===== src/sv/sst_pkg.sv =====
// Package for the seed slot table: sizes, register indexes, state encoding
// and the command and status structs between controller and datapath.
// No dependencies; every other file of the block imports it.
package sst_pkg;

  // Table geometry.
  localparam int MAX_SLOTS  = 1024;
  localparam int MAX_SEEDS  = 8;
  localparam int RESULT_CAP = 8;
  localparam int SEEDS_CAP  = (MAX_SEEDS < RESULT_CAP) ? MAX_SEEDS : RESULT_CAP;

  localparam int SLOT_W     = (MAX_SLOTS > 1) ? $clog2(MAX_SLOTS) : 1;
  localparam int CNT_W      = $clog2(MAX_SLOTS + 1);
  localparam int REM_W      = SLOT_W + 1;
  localparam int POS_W      = (SEEDS_CAP > 1) ? $clog2(SEEDS_CAP) : 1;
  localparam int NSEED_W    = $clog2(SEEDS_CAP + 1);
  localparam int SEED_DEPTH = MAX_SLOTS * (2 ** POS_W);

  // Field widths of the channels.
  localparam int ID_W      = 32;
  localparam int SCORE_W   = 32;
  localparam int SPOS_W    = 3;
  localparam int TICK_W    = 48;
  localparam int CFG_IDX_W = 2;
  localparam int CFG_DAT_W = 32;

  // Configuration registers.
  localparam int SLOT_COUNT_W = 11;
  localparam int SEEDS_REG_W  = 4;
  localparam int STALE_W      = 32;

  localparam logic [CFG_IDX_W-1:0] REG_SLOT_COUNT   = 2'd0;
  localparam logic [CFG_IDX_W-1:0] REG_SEEDS        = 2'd1;
  localparam logic [CFG_IDX_W-1:0] REG_STALE_WINDOW = 2'd2;

  localparam logic [SLOT_COUNT_W-1:0] DEF_SLOT_COUNT   = 11'd1024;
  localparam logic [SEEDS_REG_W-1:0]  DEF_SEEDS        = 4'd8;
  localparam logic [STALE_W-1:0]      DEF_STALE_WINDOW = 32'd4096;

  localparam logic signed [SCORE_W-1:0] SCORE_INF = 32'sh7FFF_FFFF;

  // Item kinds.
  localparam logic KIND_LOOKUP    = 1'b0;
  localparam logic KIND_WRITEBACK = 1'b1;

  // Iterative modulo: four quotient bits per cycle over a 32-bit dividend.
  localparam int MOD_RADIX_BITS = 4;
  localparam int MOD_STEPS      = ID_W / MOD_RADIX_BITS;
  localparam int MOD_CNT_W      = $clog2(MOD_STEPS);

  typedef struct packed {
    logic                      valid;
    logic signed [SCORE_W-1:0] score;
    logic [TICK_W-1:0]         age;
    logic [SEEDS_CAP-1:0]      mask;
  } sst_meta_t;

  typedef enum logic [3:0] {
    S_CLEAR,
    S_IDLE,
    S_MOD,
    S_META_RD,
    S_LK_META,
    S_LK_OUT,
    S_MISS,
    S_WB_DECIDE,
    S_WB_MASK
  } sst_state_t;

  typedef struct packed {
    logic capture;
    logic tick_inc;
    logic run_clear;
    logic mod_start;
    logic slot_from_mod;
    logic slot_from_run;
    logic meta_rd;
    logic k_clear;
    logic k_inc;
    logic wb_decide;
    logic wb_more;
    logic emit_miss;
    logic emit_seed;
    logic clear_step;
  } sst_cmd_t;

  typedef struct packed {
    logic req_lookup;
    logic req_pos0;
    logic req_wb_ok;
    logic req_more_ok;
    logic req_qid_neg;
    logic mod_done;
    logic cap_lookup;
    logic cap_pos0;
    logic meta_valid;
    logic last_seed;
    logic out_free;
    logic clear_last;
    logic cfg_hit;
  } sst_status_t;

endpackage


===== src/sv/sst_ctrl.sv =====
// Controller of the seed slot table: sequences clearing, the remainder
// unit, metadata reads, writebacks and result emission. Depends on sst_pkg.
module sst_ctrl import sst_pkg::*; (
  input  logic        clk,
  input  logic        rst,
  input  logic        req_valid,
  output logic        req_ready,
  input  sst_status_t st,
  output sst_cmd_t    cmd
);

  sst_state_t state;
  sst_state_t state_next;

  always_ff @(posedge clk) begin
    if (rst) begin
      state <= S_CLEAR;
    end else begin
      state <= state_next;
    end
  end

  always_comb begin
    state_next = state;
    cmd        = '0;
    req_ready  = 1'b0;
    case (state)
      S_CLEAR: begin
        cmd.clear_step = 1'b1;
        if (st.clear_last) begin
          state_next = S_IDLE;
        end
      end
      S_IDLE: begin
        req_ready = 1'b1;
        if (req_valid) begin
          cmd.capture = 1'b1;
          if (st.req_lookup) begin
            if (st.req_qid_neg) begin
              state_next = S_MISS;
            end else begin
              cmd.mod_start = 1'b1;
              state_next    = S_MOD;
            end
          end else if (st.req_pos0) begin
            cmd.run_clear = 1'b1;
            if (st.req_wb_ok) begin
              cmd.tick_inc  = 1'b1;
              cmd.mod_start = 1'b1;
              state_next    = S_MOD;
            end
          end else if (st.req_more_ok) begin
            cmd.slot_from_run = 1'b1;
            state_next        = S_META_RD;
          end
        end
      end
      S_MOD: begin
        if (st.mod_done) begin
          cmd.slot_from_mod = 1'b1;
          state_next        = S_META_RD;
        end
      end
      S_META_RD: begin
        cmd.meta_rd = 1'b1;
        cmd.k_clear = 1'b1;
        if (st.cap_lookup) begin
          state_next = S_LK_META;
        end else if (st.cap_pos0) begin
          state_next = S_WB_DECIDE;
        end else begin
          state_next = S_WB_MASK;
        end
      end
      S_LK_META: begin
        state_next = st.meta_valid ? S_LK_OUT : S_MISS;
      end
      S_LK_OUT: begin
        if (st.out_free) begin
          cmd.emit_seed = 1'b1;
          cmd.k_inc     = 1'b1;
          if (st.last_seed) begin
            state_next = S_IDLE;
          end
        end
      end
      S_MISS: begin
        if (st.out_free) begin
          cmd.emit_miss = 1'b1;
          state_next    = S_IDLE;
        end
      end
      S_WB_DECIDE: begin
        cmd.wb_decide = 1'b1;
        state_next    = S_IDLE;
      end
      S_WB_MASK: begin
        cmd.wb_more = 1'b1;
        state_next  = S_IDLE;
      end
      default: begin
        state_next = S_CLEAR;
      end
    endcase
    if (st.cfg_hit) begin
      state_next = S_CLEAR;
    end
  end

endmodule


===== config.mk =====
export PLATFORM = sky130hd
export DESIGN_NAME = sst_ctrl
export DESIGN_NICKNAME = d
export VERILOG_FILES = /design/src/sv/sst_pkg.sv /design/src/sv/sst_ctrl.sv
export SDC_FILE = /design/constraint.sdc
export NUM_CORES = 1
export LEC_CHECK = 0
export ABC_CLOCK_PERIOD_IN_PS = 2650
export BUFFER_PORTS_ARGS = -buffer_cell sky130_fd_sc_hd__buf_2
export CORE_AREA = 5 5 42 44
export CTS_CLUSTER_DIAMETER = 50
export DETAILED_ROUTE_END_ITERATION = 10
export DIE_AREA = 0 0 47 49
export PLACE_DENSITY = 0.76
export REMOVE_ABC_BUFFERS = 1
export SKIP_LAST_GASP = 1
export SLEW_MARGIN = 20
export SYNTH_ARGS = -nofsm -noshare
export SYNTH_HDL_FRONTEND = slang
export SYNTH_SLANG_ARGS = --single-unit

===== constraint.sdc =====
create_clock -name clk -period 2.65 [get_ports clk]
set_clock_uncertainty 0.1 [all_clocks]
set_input_delay 0.53 -clock clk [delete_from_list [all_inputs] [get_ports clk]]
set_output_delay 0.53 -clock clk [all_outputs]
set_load 0.02 [all_outputs]

==> summary.log <==
qor: grt.maximum_number_of_pins_on_one_net_before_global_route_repair 17
qor: cts.number_of_sinks_handled_by_clock_tree_synthesis 4
qor: worst_setup_path.worstPathArrival 1710 ps
qor: route.routed_wirelength 1300 µm
qor: grt.grt_first_pass_wirelength 2060 µm
qor: power_and_ir_drop.clockPowerShare 32.0%
qor: worst_setup_path.worstReg2RegStart state[2]
qor: worst_setup_path.critical_path.startpoint_type flop
qor: worst_setup_path.critical_path_class flop to output port
qor: synth.synth_top_family_by_area simple AND/OR/NAND/NOR gates
qor: synth.async_reset_ff_share 0%
qor: grt.grt_pass1_vias 518
qor: min_path.worstHoldPathCells 2
qor: floorplanning.fp.dieW 47 µm
qor: finish.post-route-util 49.2%
qor: grt.globalRouteTotalUtil 11.8%
qor: cts.clk_pin_slew_worst_paths 30 ps
qor: sta.worst_slew_pin_slew 555 ps
qor: route.num_vias 615
qor: min_path.worst_min_path_start st[6]
qor: min_path.min-delay-path-class input pin to flop
qor: cts.number_of_buffers_on_the_longest_clock_path 2
qor: sta.fin_crit 2340 ps
qor: finish.mostFrequentLayoutCell sky130_fd_sc_hd__buf_2
qor: grt.grt_remaining_overflow 0
qor: cts.cell_at_the_root_of_the_clock_tree sky130_fd_sc_hd__clkbuf_4
qor: power_and_ir_drop.net-switching-power 0.0000724 W
qor: finish.largest_register_ffs 4
qor: grt.grt.met1_usage 16.2%
qor: finish.antenna-diode-count 0
qor: worst_setup_path.worst_r2r_path_cells 4
qor: synth.yosys_warnings 0
qor: cts.cts_htree_levels 1
qor: floorplanning.initial_utilization 39.7%
qor: grt.globalRouteMet2Util 16.7%
qor: power_and_ir_drop.p_total 0.000224 W
qor: synth.yosys.area_share.adder 0%
qor: worst_setup_path.path_max_fanout 16
qor: route.remaining_drc_errors 0
qor: run_status.outcome complete, no violations
qor: sta.report.final.hold_viol_count 0
qor: power_and_ir_drop.total_leakage_power 0.326 nW
qor: sta.max_freq 427 MHz
qor: worst_setup_path.timing.critical_path.slowest_stage_cell sky130_fd_sc_hd__dfxtp_1
qor: floorplanning.placeableCoreArea 1400 µm²
qor: finish.largest-register state
qor: synth.synth_simple_gate_area_share 42.0%
qor: power_and_ir_drop.internal-power 0.000152 W
qor: synth.synth_flop_cell sky130_fd_sc_hd__dfxtp_1
qor: worst_setup_path.critical_path.cell_chain nor4b_4, nand2_1, nor3b_1, buf_2
qor: sta.slew_headroom 62.9%
qor: grt.global_route.usage.met3 1.85%
qor: cts.number_of_buffers_inserted_for_hold_repair_after_clock_tree_synthesis 0
qor: power_and_ir_drop.power_per_cell_area 325 nW/µm²
qor: synth.post_synthesis_sequential_area_ratio 14.4%
qor: cts.clock_insertion_delay_worst_skew 230 ps
qor: route.wire_length_per_cell 11.4 µm
qor: worst_setup_path.critical_path.endpoint_type output port
qor: synth.syn_avg_cell_area 7.73 µm²
qor: synth.synth.ff_latch_count 4
qor: worst_setup_path.worst_ep_required 2020 ps
qor: grt.grt_antenna_before_repair 0
qor: route.drt-vias-per-instance 5.39
qor: sta.maxSlewViolCount 0
qor: route.drt_first_pass_iters 4
qor: sta.grt_setup_unrepaired false
qor: route.drt.antenna.violating_nets 0
qor: synth.mapped_area 557 µm²
qor: power_and_ir_drop.seqPwrFrac 32.5%
qor: cts.postCtsSetupBuffers 0
qor: worst_setup_path.worst_path_dominant_cell_family simple AND/OR/NAND/NOR gates
qor: place.globalplace.congestion 0.802
qor: route.detail_route.iter0.violations 12
qor: place.place.port_buffers 30
qor: floorplanning.die_area 2300 µm²
qor: min_path.worstHoldEndpoint state[3]
qor: finish.num-nets-final 116
qor: finish.non_filler_instance_count_after_layout 114
qor: sta.setup_viol_count_final 0
qor: worst_setup_path.cpPeakStageDelay 590 ps
qor: cts.cts.repair.resized 0
qor: worst_setup_path.timing.critical_path.buf_inv 1
qor: power_and_ir_drop.vdd_drop_max 0.127 mV
qor: synth.ys_types 37
qor: floorplanning.count_of_standard_cell_rows 14
qor: cts.tritoncts built
qor: power_and_ir_drop.swShare 32.3%
qor: floorplanning.die-height 49 µm
qor: finish.largestRegisters state x4
qor: sta.timing.final.crit_share 88.5%
qor: grt.global_route.peak_usage_layer met2
qor: power_and_ir_drop.share_comb_of_total_power 35.6%
qor: worst_setup_path.rr_endpoint state[1]
qor: place.dp.cells 111
qor: cts.cts_made_buffers 3
qor: finish.most-common-layout-cells 30 x sky130_fd_sc_hd__buf_2, 10 x sky130_fd_sc_hd__nor2_1, 5 x sky130_fd_sc_hd__inv_1, 5 x sky130_fd_sc_hd__nand2_1, 4 x sky130_fd_sc_hd__dfxtp_1
qor: finish.share_of_final_layout_standard_cells_stronger_than_drive_strength_1 43.9%
qor: place.placement.setup.worst_slack 520 ps
qor: finish.area_growth_syn_to_layout 23.8%
qor: worst_setup_path.rrSetupSlack 890 ps
qor: flow_run.count_of_max_cap_constraint_violations 0
qor: synth.synthMuxAreaShare 7.64%
qor: place.place.detailed.hpwl 1060 µm
qor: synth.post_synth_inst_count 72
qor: sta.setup_total_negative_slack 0 ps
qor: synth.count_of_flip_flops_with_a_built_in_enable_after_synthesis 0
qor: synth.synth_compound_area_share 21.8%
qor: synth.synth_xor_area_share 0%
qor: floorplanning.ioPinCount 31
qor: sta.layout_setup_ws 306 ps
qor: finish.fillerInstances 158
[cell type report]
cell class	instances	area (µm²)	area share, %
multi-input cells	56	398	57.7
repair buffers	30	150	21.8
flip-flops and latches	4	80.1	11.6
clock buffers	3	22.5	3.27
well taps	16	20.0	2.90
inverters	5	18.8	2.72
[metal layers]
metal  vias to the layer above  wire, µm
li1                        315         -
met5                         -         0
met4                         0         0
met1                       270       565
met3                         0       139
met2                        30       596
[cell usage after synthesis (2+ instances only)]
library cell	instances	area [µm²]
sky130_fd_sc_hd__nor2_1	10	37.5
sky130_fd_sc_hd__mux2i_1	2	20.0
sky130_fd_sc_hd__nor3_1	3	15.0
sky130_fd_sc_hd__buf_6	2	22.5
sky130_fd_sc_hd__nor4_1	3	18.8
sky130_fd_sc_hd__nor3b_1	2	15.0
sky130_fd_sc_hd__a221oi_1	2	17.5
sky130_fd_sc_hd__nand2b_1	3	18.8
sky130_fd_sc_hd__o21ai_1	2	10.0
sky130_fd_sc_hd__dfxtp_1	4	80.1
sky130_fd_sc_hd__buf_4	5	37.5
sky130_fd_sc_hd__inv_1	5	18.8
sky130_fd_sc_hd__nand2_1	5	18.8
[per-stage QoR]
stage / hold WS (ps) / cell area (µm²)
after floorplan: 506 / 497
after global placement: 586 / 667
after detailed placement: 593 / 667
after CTS: 386 / 689
after global routing: 400 / 689
final: 392 / 689
[how the worst max path moves through the flow]
| stage | from | to | slack [ps] | cells past startpoint |
|---|---|---|---|---|
| finish | state[0] | cmd[11] | 310 | 4 |
| floorplan | state[2] | cmd[1] | 150 | 2 |
| detailed placement | state[0] | cmd[8] | 520 | 4 |
| CTS | state[0] | cmd[8] | 270 | 4 |
| global placement | state[0] | cmd[11] | 590 | 4 |
| global route | state[0] | cmd[12] | 120 | 4 |
[worst reg2reg max path, delay by kind of cell, from the launching register on]
family	cells	cell delay, ps
muxes	1	170
AOI/OAI and AO/OA	3	730
DFF	1	660
[power groups by stage]
stage	clock [W]	combinational, W	sequential [W]
3_3_place_gp	0	0.0000790	0.0000733
6_report	0.0000716	0.0000797	0.0000727
2_1_floorplan	0	0.0000533	0.0000713
4_1_cts	0.0000746	0.0000804	0.0000729
3_5_place_dp	0	0.0000801	0.0000737
5_1_grt	0.0000776	0.0000892	0.0000735
[logic make-up (layout without fill, tap and decap cells)]
group,count (synthesis),after routing
AND/OR/NAND/NOR,38,38
AO/OA/AOI/OAI,14,14
buffers and inverters,12,38
multiplexers,4,4
flip-flops,4,4
Note: power is estimated with default switching activity, not from simulation.
